### config.mk
export PLATFORM = sky130hd
export DESIGN_NAME = pointer_button_event_qualifier
export DESIGN_NICKNAME = d
export VERILOG_FILES = /design/src/design/pbeq_pkg.sv /design/src/design/pointer_button_event_qualifier.sv /design/src/design/pbeq_cfg.sv /design/src/design/pbeq_qual.sv
export SDC_FILE = /design/constraint.sdc
export NUM_CORES = 1
export LEC_CHECK = 0
export BUFFER_PORTS_ARGS = -buffer_cell sky130_fd_sc_hd__buf_2
export CORE_AREA = 2 2 194 196
export DETAILED_ROUTE_END_ITERATION = 10
export DIE_AREA = 0 0 196 198
export PLACE_DENSITY = 0.76
export SETUP_SLACK_MARGIN = 0.15
export SYNTH_ARGS = -nofsm -noshare
export SYNTH_HDL_FRONTEND = slang
export SYNTH_HIERARCHICAL = 1
export SYNTH_SLANG_ARGS = --single-unit
### constraint.sdc
create_clock -name clk -period 6.9 [get_ports clk]
set_input_delay 1.38 -clock clk [delete_from_list [all_inputs] [get_ports clk]]
set_output_delay 1.38 -clock clk [all_outputs]
set_load 0.01 [all_outputs]
### src/design/pbeq_pkg.sv
// ----------------------------------------------------------------------------
// pbeq_pkg
// Shared types and constants for the pointer button event qualifier.
// ----------------------------------------------------------------------------
package pbeq_pkg;

  localparam int NBTN = 3;
  localparam int CFG_IDX_W = 2;
  localparam int CFG_DATA_W = 16;
  localparam int IN_TDATA_W = 72;
  localparam int OUT_TDATA_W = 64;

  // register indexes
  localparam logic [CFG_IDX_W-1:0] REG_SCREEN_WIDTH    = 2'd0;
  localparam logic [CFG_IDX_W-1:0] REG_SCREEN_HEIGHT   = 2'd1;
  localparam logic [CFG_IDX_W-1:0] REG_DOUBLE_CLICK_MS = 2'd2;
  localparam logic [CFG_IDX_W-1:0] REG_LEFT_HANDED     = 2'd3;

  localparam logic [12:0] RST_SCREEN_WIDTH    = 13'd640;
  localparam logic [12:0] RST_SCREEN_HEIGHT   = 13'd480;
  localparam logic [15:0] RST_DOUBLE_CLICK_MS = 16'd500;

  typedef struct packed {
    logic [12:0] screen_width;
    logic [12:0] screen_height;
    logic [15:0] double_click_ms;
    logic        left_handed;
  } cfg_t;

  typedef struct packed {
    logic                window_active;
    logic [NBTN-1:0]     released_levels;
    logic [NBTN-1:0]     press_edges;
    logic [31:0]         now_ms;
    logic signed [15:0]  raw_y;
    logic signed [15:0]  raw_x;
  } in_item_t;

  typedef struct packed {
    logic [NBTN-1:0]     held_flags;
    logic [NBTN-1:0]     double_pulses;
    logic [NBTN-1:0]     up_pulses;
    logic [NBTN-1:0]     down_pulses;
    logic signed [12:0]  delta_y;
    logic signed [12:0]  delta_x;
    logic [11:0]         cursor_y;
    logic [11:0]         cursor_x;
  } out_item_t;

endpackage

### src/design/pointer_button_event_qualifier.sv
// ----------------------------------------------------------------------------
// pointer_button_event_qualifier
// Clamps the cursor, reports deltas and qualifies button down, up and double
// click events once per frame tick.
// ----------------------------------------------------------------------------
// a result word reaches m_tvalid from its accepted input word through the
//   input register, then the result register
// throughput: one word per cycle unless m_tready stalls; the tracking state
//   updates as a word moves from the input into the result register
// reset: rst (synchronous) empties both registers, clears cursor, arming,
//   press times and held flags, and loads the register defaults
module pointer_button_event_qualifier (
  input  logic                             clk,
  input  logic                             rst,
  // input stream
  input  logic                             s_tvalid,
  output logic                             s_tready,
  // raw_x[15:0], raw_y[31:16], now_ms[63:32], press_edges[66:64],
  // released_levels[69:67], window_active[70], zero[71]
  input  logic [pbeq_pkg::IN_TDATA_W-1:0]  s_tdata,
  // result stream
  output logic                             m_tvalid,
  input  logic                             m_tready,
  // cursor_x[11:0], cursor_y[23:12], delta_x[36:24], delta_y[49:37],
  // down_pulses[52:50], up_pulses[55:53], double_pulses[58:56],
  // held_flags[61:59], zero[63:62]
  output logic [pbeq_pkg::OUT_TDATA_W-1:0] m_tdata,
  // configuration write channel
  input  logic                             cfg_valid,
  output logic                             cfg_ready,
  input  logic [pbeq_pkg::CFG_IDX_W-1:0]   cfg_index,
  input  logic [pbeq_pkg::CFG_DATA_W-1:0]  cfg_data
);
  import pbeq_pkg::*;

  cfg_t      cfg;
  logic      s1_valid;
  in_item_t  s1_item;
  out_item_t result;
  out_item_t m_item;
  logic      advance;

  pbeq_cfg u_cfg (
    .clk       (clk),
    .rst       (rst),
    .cfg_valid (cfg_valid),
    .cfg_ready (cfg_ready),
    .cfg_index (cfg_index),
    .cfg_data  (cfg_data),
    .cfg       (cfg)
  );

  // a word leaves the input register when the result register is free or
  // being drained in the same cycle
  assign advance  = s1_valid && (!m_tvalid || m_tready);
  assign s_tready = !s1_valid || advance;

  // input register
  always_ff @(posedge clk) begin
    if (rst) begin
      s1_valid <= 1'b0;
    end else if (s_tready) begin
      s1_valid <= s_tvalid;
    end
  end

  always_ff @(posedge clk) begin
    if (s_tvalid && s_tready) begin
      s1_item <= s_tdata[$bits(in_item_t)-1:0];
    end
  end

  // event logic and tracking state, stepped as the word advances
  pbeq_qual u_qual (
    .clk    (clk),
    .rst    (rst),
    .step   (advance),
    .cfg    (cfg),
    .item   (s1_item),
    .result (result)
  );

  // result register
  always_ff @(posedge clk) begin
    if (rst) begin
      m_tvalid <= 1'b0;
    end else if (!m_tvalid || m_tready) begin
      m_tvalid <= s1_valid;
    end
  end

  always_ff @(posedge clk) begin
    if (advance) begin
      m_item <= result;
    end
  end

  assign m_tdata = {{(OUT_TDATA_W - $bits(out_item_t)){1'b0}}, m_item};

endmodule

### src/design/pbeq_cfg.sv
// ----------------------------------------------------------------------------
// pbeq_cfg
// Configuration register file, written through the config channel.
// ----------------------------------------------------------------------------
module pbeq_cfg (
  input  logic                            clk,
  input  logic                            rst,
  input  logic                            cfg_valid,
  output logic                            cfg_ready,
  input  logic [pbeq_pkg::CFG_IDX_W-1:0]  cfg_index,
  input  logic [pbeq_pkg::CFG_DATA_W-1:0] cfg_data,
  output pbeq_pkg::cfg_t                  cfg
);
  import pbeq_pkg::*;

  assign cfg_ready = 1'b1;

  always_ff @(posedge clk) begin
    if (rst) begin
      cfg.screen_width    <= RST_SCREEN_WIDTH;
      cfg.screen_height   <= RST_SCREEN_HEIGHT;
      cfg.double_click_ms <= RST_DOUBLE_CLICK_MS;
      cfg.left_handed     <= 1'b0;
    end else if (cfg_valid) begin
      case (cfg_index)
        REG_SCREEN_WIDTH:    cfg.screen_width    <= cfg_data[12:0];
        REG_SCREEN_HEIGHT:   cfg.screen_height   <= cfg_data[12:0];
        REG_DOUBLE_CLICK_MS: cfg.double_click_ms <= cfg_data;
        REG_LEFT_HANDED:     cfg.left_handed     <= cfg_data[0];
        default: ;
      endcase
    end
  end

endmodule

### src/design/pbeq_qual.sv
// ----------------------------------------------------------------------------
// pbeq_qual
// Cursor clamp, delta and button event qualification with tracking state.
// ----------------------------------------------------------------------------
module pbeq_qual (
  input  logic                clk,
  input  logic                rst,
  input  logic                step,
  input  pbeq_pkg::cfg_t      cfg,
  input  pbeq_pkg::in_item_t  item,
  output pbeq_pkg::out_item_t result
);
  import pbeq_pkg::*;

  logic [11:0]           prev_x;
  logic [11:0]           prev_y;
  logic [31:0]           last_press_time [NBTN];
  logic [NBTN-1:0]       armed;
  logic [NBTN-1:0]       held;

  logic [11:0]           max_x;
  logic [11:0]           max_y;
  logic [11:0]           cx;
  logic [11:0]           cy;
  logic signed [12:0]    dx;
  logic signed [12:0]    dy;
  logic                  moved;
  logic [NBTN-1:0]       armed_next;
  logic [NBTN-1:0]       held_next;
  logic [NBTN-1:0]       dn;
  logic [NBTN-1:0]       up;
  logic [NBTN-1:0]       dbl;
  logic [31:0]           gap [NBTN];

  // largest legal coordinate: limit of 0 acts as 1, above 4096 as 4096
  function automatic logic [11:0] axis_max(input logic [12:0] lim);
    logic [12:0] m;
    begin
      m = lim - 13'd1;
      if (lim == 13'd0) return 12'd0;
      else if (lim[12]) return 12'hfff;
      else return m[11:0];
    end
  endfunction

  function automatic logic [11:0] clamp(input logic signed [15:0] v, input logic [11:0] mx);
    begin
      if (v[15]) return 12'd0;
      else if (v[14:0] > {3'b000, mx}) return mx;
      else return v[11:0];
    end
  endfunction

  always_comb begin
    max_x = axis_max(cfg.screen_width);
    max_y = axis_max(cfg.screen_height);
    cx    = clamp(item.raw_x, max_x);
    cy    = clamp(item.raw_y, max_y);
    dx    = $signed({1'b0, cx}) - $signed({1'b0, prev_x});
    dy    = $signed({1'b0, cy}) - $signed({1'b0, prev_y});
    moved = (cx != prev_x) || (cy != prev_y);

    armed_next = moved ? '0 : armed;
    held_next  = held;
    dn         = '0;
    up         = '0;
    dbl        = '0;
    for (int p = 0; p < NBTN; p++) begin
      int lg;
      lg     = (cfg.left_handed && p < 2) ? 1 - p : p;
      gap[p] = item.now_ms - last_press_time[p];
      if (item.press_edges[p]) begin
        if (armed_next[p] && gap[p] <= {16'd0, cfg.double_click_ms}) begin
          dbl[lg]       = 1'b1;
          armed_next[p] = 1'b0;
        end else begin
          armed_next[p] = 1'b1;
        end
        dn[lg]        = 1'b1;
        held_next[lg] = 1'b1;
      end else if (item.released_levels[p] && held[lg]) begin
        held_next[lg] = 1'b0;
        up[lg]        = 1'b1;
      end
    end

    result.held_flags = held_next;
    if (item.window_active) begin
      result.cursor_x      = cx;
      result.cursor_y      = cy;
      result.delta_x       = dx;
      result.delta_y       = dy;
      result.down_pulses   = dn;
      result.up_pulses     = up;
      result.double_pulses = dbl;
    end else begin
      result.cursor_x      = '0;
      result.cursor_y      = '0;
      result.delta_x       = '0;
      result.delta_y       = '0;
      result.down_pulses   = '0;
      result.up_pulses     = '0;
      result.double_pulses = '0;
    end
  end

  always_ff @(posedge clk) begin
    if (rst) begin
      prev_x <= '0;
      prev_y <= '0;
      armed  <= '0;
      held   <= '0;
      for (int p = 0; p < NBTN; p++) last_press_time[p] <= '0;
    end else if (step) begin
      prev_x <= cx;
      prev_y <= cy;
      armed  <= armed_next;
      held   <= held_next;
      for (int p = 0; p < NBTN; p++) begin
        if (item.press_edges[p]) last_press_time[p] <= item.now_ms;
      end
    end
  end

endmodule

==> results.yml <==
outcome:
  status: "finished, violations left"
  violations: "negative setup slack"
global_route:
  grt_pass1_vias: 15708
  antenna_found_initial: 0
  grt_overflow: 0
  grt_max_degree: 99
  grt_pass1_wl_mm: 80.7
  grt.total_usage_pct: 26.2
die:
  die_y_um: 198
  dieArea_um2: 38800
  row_count: 71
  start_util_pct: 53.9
  io_pins: 162
  die_x_um: 196
  core_area_um2: 37000
power_and_ir_drop:
  vdd_ir_drop_max_mv: 0.197
  power_mw: 5.45
  p_leak_nw: 9.58
  power_density_nw_per_um2: 237
clocking:
  cts_root_buf: "clkbuf_16"
  cts.sinks: 304
  cts_tree: "built"
  cts.htree.levels: 2
  cts.path.max_buffers: 3
  insertion_delay_ns: 0.56
  cts_made_buffers: 34
  clk_pin_slew_ns: 0.06
sta:
  clock.fmax_ghz: 0.143
  final-max-slew-violation-count: 0
  setup_slack_ns: -0.110
  setup_viol: 4
  fin_tns_setup_ns: -0.301
  final-hold-violation-count: 0
  rsz0062_at_grt: "true"
  finClkSkew_ns: 0.0262
  max_slew_margin_pct: 31.5
  fin_crit_sh_pct: 102
  worst_slew_pin_slew_ns: 1.03
  fin_crit_ns: 7.01
cells_and_area:
  layout_common_cells: "edfxtp_1 (229), ha_1 (190), inv_1 (188), buf_2 (157), a21oi_1 (148)"
  antenna_cells: 0
  syn2layout_area_growth_pct: 15.3
  post-route-util_pct: 62.2
  drive_above_1_share_pct: 15.5
  fillerInstances: 2981
  nets: 2499
  mostFrequentLayoutCell: "edfxtp_1"
detailed_routing:
  drtPass1Iterations: 6
  antenna_left: 0
  num_vias: 16012
  vias_per_cell: 5.92
  drtIter0Drc: 1085
  drc: 0
  wl_per_cell_um: 19.2
  wl_mm: 51.8
min_path:
  hold_depth: 2
  holdPathEnd: "u_qual/prev_x[5]$_SDFFE_PP0P_"
  min_from: "u_qual/prev_x[5]$_SDFFE_PP0P_"
  min_path_type: "reg2reg"
logic_synthesis:
  async_flop_share_pct: 0
  avgSynthCellArea_um2: 9.85
  synth-seq-cells: 304
  synth_flop_cell: "edfxtp_1"
  syn_inst: 2022
  yosysSeqAreaShare_pct: 42.1
  synth_edf_count: 229
  ys_types: 91
  synth_area_um2: 19900
  ys_warn_count: 6
setup_path:
  cp_common_cell: "o21a_1"
  ff2ff_path_depth: 32
  critPathMaxStageDelay_ns: 0.55
  r2r-start: "u_cfg/cfg[20]$_SDFFE_PP0P_"
  critPathLaunchType: "flip-flop"
  cp_slowest_cell: "or4_4"
  end_kind: "flip-flop"
  reg2reg_slack_ns: -0.11
  critPathKind: "reg2reg"
  cp_max_fo: 6
  arrival_ns: 7.40
  crit_family: "simple AND/OR/NAND/NOR gates"
  critPathBufInv: 4
  r2r-end: "m_tdata[57]$_DFFE_PP_"
  crit_required_ns: 7.29
placed_design:
  port_buffers: 157
  gp_congestion: 0.934
  hpwlAfterDp_mm: 38.9
job:
  maxCapViolCount: 0
-- worst max-delay path by stage --
stage	slack, ns	startpoint	cells past startpoint	endpoint
floorplan	0.24	u_cfg/cfg[20]$_SDFFE_PP0P_	31	u_qual/armed[1]$_SDFFE_PP0P_
global placement	-0.06	u_cfg/cfg[20]$_SDFFE_PP0P_	32	m_tdata[57]$_DFFE_PP_
detailed placement	-0.28	u_cfg/cfg[20]$_SDFFE_PP0P_	32	m_tdata[57]$_DFFE_PP_
CTS	0.08	u_cfg/cfg[20]$_SDFFE_PP0P_	32	u_qual/armed[2]$_SDFFE_PP0P_
global route	-0.31	u_cfg/cfg[20]$_SDFFE_PP0P_	31	u_qual/armed[2]$_SDFFE_PP0P_
finish	-0.11	u_cfg/cfg[20]$_SDFFE_PP0P_	32	m_tdata[57]$_DFFE_PP_
-- power breakdown --
group	switching, mW	total [mW]	internal [mW]
clock network	0.769	1.97	1.20
registers	0.0671	2.15	2.09
logic	0.780	1.33	0.548
-- cell type report --
type	count	area, um^2	share of cell area (%)
Tap cell	474	593	2.58
Timing Repair Buffer	220	1290	5.60
Clock inverter	21	290	1.26
Clock buffer	41	933	4.06
Sequential cell	304	8380	36.5
Multi-Input combinational cell	1458	10800	46.9
Inverter	189	709	3.09
-- per-layer routing --
metal	wire (um)	vias up	global-route usage, %
met5	0	-	0
met3	2520	110	3.37
li1	-	7751	-
met2	24600	480	44.9
met1	22900	7671	33.7
met4	1770	0	10.3
-- through the flow --
stage / area [um^2] / hold WS, ns / setup WS [ns] / cells
6_report: 23000 / 0.481 / -0.110 / 2707
5_1_grt: 23000 / 0.498 / -0.310 / 2707
4_1_cts: 22800 / 0.484 / 0.0830 / 2699
3_5_place_dp: 21300 / 0.471 / -0.284 / 2627
3_3_place_gp: 21300 / 0.460 / -0.0639 / 2627
2_1_floorplan: 19900 / 0.448 / 0.243 / 2023
-- cell usage after synthesis (5+ instances only) --
cell type,instances,area [um^2]
a2111oi_0,9,78.8
a211o_1,7,61.3
a211oi_1,16,120
a21boi_0,11,82.6
a21o_1,48,360
a21oi_1,150,751
a31o_2,6,52.6
a31oi_1,20,125
and2_1,60,375
and3_1,17,106
and3b_1,11,96.3
and4_1,6,52.6
buf_2,13,65.1
clkbuf_1,54,203
dfxtp_1,75,1500
edfxtp_1,229,6880
fa_1,5,100
ha_1,192,2400
inv_1,189,709
mux2_2,6,67.6
mux2i_1,70,701
nand2_1,88,330
nand2b_1,65,407
nand3_1,37,185
nand3b_1,10,75.1
nand4_1,45,282
nor2_1,144,541
nor2b_1,33,206
nor3_1,31,155
nor3b_1,5,37.5
nor4_1,8,50.1
o2111ai_1,6,52.6
o211ai_1,10,75.1
o21a_1,24,180
o21ai_0,82,410
o21bai_1,11,82.6
o22ai_1,5,31.3
o31a_1,6,52.6
o31ai_1,13,97.6
o32ai_1,12,105
or2_2,7,43.8
or3_1,23,144
xnor2_1,50,438
xor2_1,34,298
-- repair_timing --
| action | in CTS | in global routing |
|---|---|---|
| buffers inserted | 9 | 7 |
| gates cloned | 1 | 1 |
| endpoints found under the setup margin | 6 | 6 |
| pin swaps | 6 | 2 |
| resized for setup | 39 | 12 |
| hold buffers | 0 | 0 |
-- kinds of logic (layout without fill, tap and decap cells) --
group / after synthesis / in the layout / synth area share, %
buf+inv: 261 / 471 / 5.08
xor+xnor: 84 / 84 / 3.69
mux: 77 / 77 / 3.91
simple gates: 612 / 612 / 16.7
fa+ha+maj: 197 / 197 / 12.6
compound gates: 485 / 485 / 16.0
flops: 304 / 304 / 42.1
other cells: 2 / 3 / 0.0377
-- worst register-to-register path, delay by kind of cell, from the launching register on --
kind / cells / cell delay (ns)
DFF: 1 / 0.32
buffers and inverters: 4 / 0.64
AOI/OAI and AO/OA: 11 / 2.15
and+or+nand+nor: 13 / 2.77
muxes: 2 / 0.49
adders and majority gates: 2 / 0.48
-- sequential cells by signal, summed over array words and instances (netlist names) --
name,flops
u_qual/last_press_time,96
u_qual/held,3
u_qual/armed,3
m_tvalid,1
u_qual/prev_x,12
m_tdata,62
u_qual/prev_y,12
s1_valid,1
s1_item,71
u_cfg/cfg,43
Power figures use the tool's default switching activity.
